<file path="src/pip_pkg.sv">
package pip_pkg;

  localparam int CoordWidth  = 16;
  localparam int IdxWidth    = 6;
  localparam int CountWidth  = 7;
  localparam int MaxVertices = 64;
  localparam int ProdWidth   = 2 * CoordWidth + 2;

  localparam logic CmdLoad  = 1'b0;
  localparam logic CmdQuery = 1'b1;

  typedef logic signed [CoordWidth-1:0] coord_t;
  typedef logic signed [ProdWidth-1:0]  prod_t;

  typedef struct packed {
    logic                cmd;
    logic [IdxWidth-1:0] vertex_index;
    coord_t              coord_x;
    coord_t              coord_y;
  } in_item_t;

  typedef struct packed {
    logic inside_res;
    logic on_boundary;
  } out_item_t;

  typedef struct packed {
    coord_t y;
    coord_t x;
  } vertex_t;

  // partial result of one edge, finished by the next cell
  typedef struct packed {
    logic  act;
    logic  bbox;
    logic  up;
    logic  dn;
    prod_t l;
    prod_t r;
  } pend_t;

  typedef struct packed {
    logic   vld;
    coord_t px;
    coord_t py;
    logic   on;
    pend_t  pend;
  } token_t;

  typedef struct packed {
    logic on;
    logic inc;
    logic dec;
  } edge_res_t;

  function automatic edge_res_t resolve_edge(input pend_t p);
    edge_res_t res;
    res.on  = p.act && p.bbox && (p.l == p.r);
    res.inc = p.act && p.up && (p.l > p.r);
    res.dec = p.act && p.dn && (p.l < p.r);
    return res;
  endfunction

endpackage

</file>
<file path="src/pip_cell.sv">
module pip_cell #(
  parameter int CELL_INDEX   = 0,
  parameter int MAX_VERTICES = pip_pkg::MaxVertices,
  parameter int WN_WIDTH     = 8
) (
  input  logic                           clk,
  input  logic                           rst_n,
  input  logic                           adv,
  input  logic [pip_pkg::CountWidth-1:0] cnt,
  input  logic                           load_en,
  input  logic [pip_pkg::IdxWidth-1:0]   load_idx,
  input  pip_pkg::vertex_t               load_vtx,
  input  pip_pkg::vertex_t               v_next,
  input  pip_pkg::vertex_t               v_first,
  output pip_pkg::vertex_t               vtx_out,
  input  pip_pkg::token_t                tok_in,
  input  logic signed [WN_WIDTH-1:0]     wn_in,
  output pip_pkg::token_t                tok_out,
  output logic signed [WN_WIDTH-1:0]     wn_out
);
  import pip_pkg::*;

  localparam bit IsEnd = (CELL_INDEX == MAX_VERTICES - 1);

  vertex_t                     vtx_r;
  token_t                      tok_r;
  token_t                      tok_nxt;
  logic signed [WN_WIDTH-1:0]  wn_r;
  logic signed [WN_WIDTH-1:0]  wn_nxt;
  logic                        active;
  logic                        last;
  vertex_t                     b;
  logic signed [CoordWidth:0]  dx;
  logic signed [CoordWidth:0]  dy;
  logic signed [CoordWidth:0]  dpx;
  logic signed [CoordWidth:0]  dpy;
  edge_res_t                   res;

  // own vertex slot
  always_ff @(posedge clk) begin
    if (load_en && (int'(load_idx) == CELL_INDEX)) begin
      vtx_r <= load_vtx;
    end
  end

  assign active = int'(cnt) > CELL_INDEX;
  assign last   = active && (IsEnd || (int'(cnt) == CELL_INDEX + 1));
  assign b      = last ? v_first : v_next;

  always_comb begin
    dx  = {b.x[CoordWidth-1], b.x} - {vtx_r.x[CoordWidth-1], vtx_r.x};
    dy  = {b.y[CoordWidth-1], b.y} - {vtx_r.y[CoordWidth-1], vtx_r.y};
    dpx = {tok_in.px[CoordWidth-1], tok_in.px} - {vtx_r.x[CoordWidth-1], vtx_r.x};
    dpy = {tok_in.py[CoordWidth-1], tok_in.py} - {vtx_r.y[CoordWidth-1], vtx_r.y};
    res = resolve_edge(tok_in.pend);

    tok_nxt.vld       = tok_in.vld;
    tok_nxt.px        = tok_in.px;
    tok_nxt.py        = tok_in.py;
    tok_nxt.on        = tok_in.on || res.on;
    tok_nxt.pend.act  = active;
    tok_nxt.pend.bbox = ((vtx_r.x <= tok_in.px && tok_in.px <= b.x) ||
                         (b.x <= tok_in.px && tok_in.px <= vtx_r.x)) &&
                        ((vtx_r.y <= tok_in.py && tok_in.py <= b.y) ||
                         (b.y <= tok_in.py && tok_in.py <= vtx_r.y));
    tok_nxt.pend.up   = (vtx_r.y <= tok_in.py) && (b.y > tok_in.py);
    tok_nxt.pend.dn   = (vtx_r.y > tok_in.py) && (b.y <= tok_in.py);
    tok_nxt.pend.l    = dx * dpy;
    tok_nxt.pend.r    = dy * dpx;

    if (res.inc) begin
      wn_nxt = wn_in + WN_WIDTH'(1);
    end else if (res.dec) begin
      wn_nxt = wn_in - WN_WIDTH'(1);
    end else begin
      wn_nxt = wn_in;
    end
  end

  always_ff @(posedge clk) begin
    if (!rst_n) begin
      tok_r.vld <= 1'b0;
    end else if (adv) begin
      tok_r <= tok_nxt;
      wn_r  <= wn_nxt;
    end
  end

  assign vtx_out = vtx_r;
  assign tok_out = tok_r;
  assign wn_out  = wn_r;

endmodule

</file>
<file path="config.mk">
export PLATFORM = sky130hd
export DESIGN_NAME = pip_cell
export DESIGN_NICKNAME = d
export VERILOG_FILES = /design/src/pip_pkg.sv /design/src/pip_cell.sv
export SDC_FILE = /design/constraint.sdc
export NUM_CORES = 2
export LEC_CHECK = 0
export BUFFER_PORTS_ARGS = -buffer_cell sky130_fd_sc_hd__buf_2
export CAP_MARGIN = 20
export CORE_MARGIN = 2
export CORE_UTILIZATION = 49
export DETAILED_ROUTE_END_ITERATION = 6
export GPL_ROUTABILITY_DRIVEN = 0
export PLACE_DENSITY = 0.75
export SKIP_LAST_GASP = 1
export SLEW_MARGIN = 15
export SYNTH_ARGS = -nofsm -noshare
export SYNTH_HDL_FRONTEND = slang
export SYNTH_SLANG_ARGS = --single-unit
</file>
<file path="constraint.sdc">
create_clock -name clk -period 13.6 [get_ports clk]
set_clock_uncertainty 0.2 [all_clocks]
set_input_delay 1.36 -clock clk [delete_from_list [all_inputs] [get_ports clk]]
set_output_delay 1.36 -clock clk [all_outputs]
set_load 0.01 [all_outputs]
</file>
==> flow_summary.yaml <==
logic_synthesis:
  synth_common_cells: "inv_1, fa_1, nor2_1"
  synth_cell_types: 81
  postSynthCellCount: 3321
  seq_area_frac_synth_pct: 13.9
  synth.cell_area_sq_mm: 0.0315
  yosysMostFrequentCell: "inv_1"
  synth_edf_count: 145
  avgSynthCellArea_sq_um: 9.48
  async_flop_share_pct: 0
  synthFlopType: "edfxtp_1"
  yosys.area.top_type: "fa_1"
  synth_top_area_share_pct: 37.9
  synth_area_leaders: "fa_1, edfxtp_1, ha_1"
  yosys_warnings: 0
  synthesis.nets: 4448
  synth_seq_cells: 146
routing:
  wl_um: 85600
  ant_nets: 0
  drtIter0Drc: 1853
  routed-via-count: 24300
  drc: 5
  dr.pass1.iters: 7
  vias_per_cell: 5.33
  detail_route.wl_per_cell_um: 18.8
critical_path:
  setup.worst_path.class: "input port to flop"
  cp-start-kind: "input port"
  cp_top_family: "adder cells"
  crit_arrival_ns: 11.84
  reg2reg_depth: 31
  crit_fanout: 32
  crit_path_frequent_cell: "fa_1"
  crit_buf_inv: 6
  ff2ff_setup_slack_ns: 3.31
  endpoint_kind: "flop"
  cp_slowest_cell: "a2111oi_0"
  cp_num_cells: 36
  crit_required_ns: 13.64
  critPathMaxStageDelay_ns: 1.00
outcome:
  violations: "DRC"
  status: "finished with violations"
floorplanning:
  initial_core_util_pct: 49.7
  io_pins: 373
  core_area_sq_mm: 0.0633
  rows: 92
  die-area_sq_mm: 0.0663
  fp.dieH_um: 258
  die_w_um: 258
cells_and_area:
  multiInputGateArea_sq_mm: 0.0240
  final_layout_size_suffix_gt1_share_pct: 14.0
  fillCellCount: 5628
  register_area_sq_mm: 0.00437
  diodes: 0
  area_growth_pct: 11.6
  nets: 4827
sta:
  hold_violations: 0
  slew_headroom_pct: 19.5
  min_period_over_period_pct: 86.8
  setup_violations: 0
  tns_ns: 0
  rsz0062_at_grt: "no"
  finalCriticalPeriod_ns: 11.80
  worstMarginPinSlew_ns: 1.20
  fmax_mhz: 84.8
  finalMaxSlewViolations: 0
  hold_slack_ns: 0.325
clocking:
  worst_skew_pair.late_latency_ns: 0.50
  cts.sinks: 146
  clkTransAtPathRegs_ns: 0.06
  clk_path_buf_depth: 2
  post_cts_buffers: 0
  postCtsHoldBufs: 0
  cts_tree: "built"
  cts-root-buf: "clkbuf_16"
  post_cts_resized: 0
  htreeDepth: 4
  cts_inserted_buffers: 17
global_routing:
  antenna_found_initial: 4
  gr-total-overflow: 0
  grt_usage_pct: 27.0
  grt_pass1_vias: 25400
  grt_pass1_wl_um: 138000
  grt_max_degree: 59
placement:
  io_buffers: 372
  place.detailed.hpwl_um: 72700
flow_run:
  cap_viol_max_count: 0
hold_path:
  min_path_type: "flop to flop"
  hold_depth: 2
==> worst paths after layout <==
kind / endpoint / from
max: tok_out[33] / cnt[3]
min reg2reg: tok_out[105] / tok_out[105]
min: tok_out[105] / tok_out[105]
max reg2reg: tok_out[33] / vtx_out[16]
==> registers in the layout, summed over array words and instances (netlist names) <==
| register | flops |
|---|---|
| tok_out | 106 |
| vtx_out | 32 |
| wn_out | 8 |
==> layout by cell type (no fill, tap or decap), types with 55 or more instances in the layout <==
| cell type | n |
|---|---|
| xor2_1 | 55 |
| ha_1 | 304 |
| a21oi_1 | 96 |
| xnor2_1 | 111 |
| a21o_1 | 59 |
| edfxtp_1 | 145 |
| inv_1 | 798 |
| fa_1 | 596 |
| nand2_1 | 274 |
| nor2_1 | 372 |
| buf_2 | 372 |
==> worst reg2reg max path, delay by kind of cell, from the launching register on <==
kind / cells / cell delay [ns]
compound gates: 13 / 4.03
xor+xnor: 1 / 0.08
buf+inv: 4 / 0.47
flops: 1 / 0.46
simple gates: 4 / 0.61
fa+ha+maj: 9 / 4.19
==> routing by layer <==
layer | track usage, % | vias up | wire [um]
li1 | - | 11000 | -
met4 | 11.6 | 8 | 3950
met2 | 42.7 | 1165 | 38300
met1 | 34.9 | 11900 | 33900
met5 | 0 | - | 50
met3 | 7.80 | 228 | 9360
==> metrics by stage <==
| stage | cells | cell area [sq um] | utilization, % | setup WS (ns) |
|---|---|---|---|---|
| detailed placement | 4527 | 34600 | 54.6 | 1.52 |
| finish | 4558 | 35100 | 55.5 | 1.80 |
| CTS | 4558 | 35100 | 55.5 | 2.01 |
| global placement | 4527 | 34600 | 54.6 | 1.81 |
| global route | 4558 | 35100 | 55.5 | 1.13 |
| floorplan | 3321 | 31500 | - | 2.92 |
==> area by class of cell <==
| cell class | count | share of cell area, % |
|---|---|---|
| multi-input cells | 2324 | 68.2 |
| clock buffers | 17 | 1.21 |
| repair buffers | 413 | 6.17 |
| clock inverters | 14 | 0.392 |
| inverters | 798 | 8.53 |
| flip-flops and latches | 146 | 12.4 |
| well taps | 846 | 3.01 |
==> cells by family (layout without fill, tap and decap cells) <==
| group | Yosys count | in the layout | synth area share [%] |
|---|---|---|---|
| adder cells (fa/ha/maj) | 900 | 900 | 50.0 |
| AND/OR/NAND/NOR | 879 | 879 | 12.2 |
| buffers and inverters | 851 | 1242 | 10.2 |
| AO/OA/AOI/OAI | 329 | 329 | 7.30 |
| XOR/XNOR | 178 | 178 | 5.14 |
| flip-flops | 146 | 146 | 13.9 |
| multiplexers | 38 | 38 | 1.33 |
Power is not shown: default switching activity piles up to over one toggle a cycle in this logic, so the estimate is an artifact.
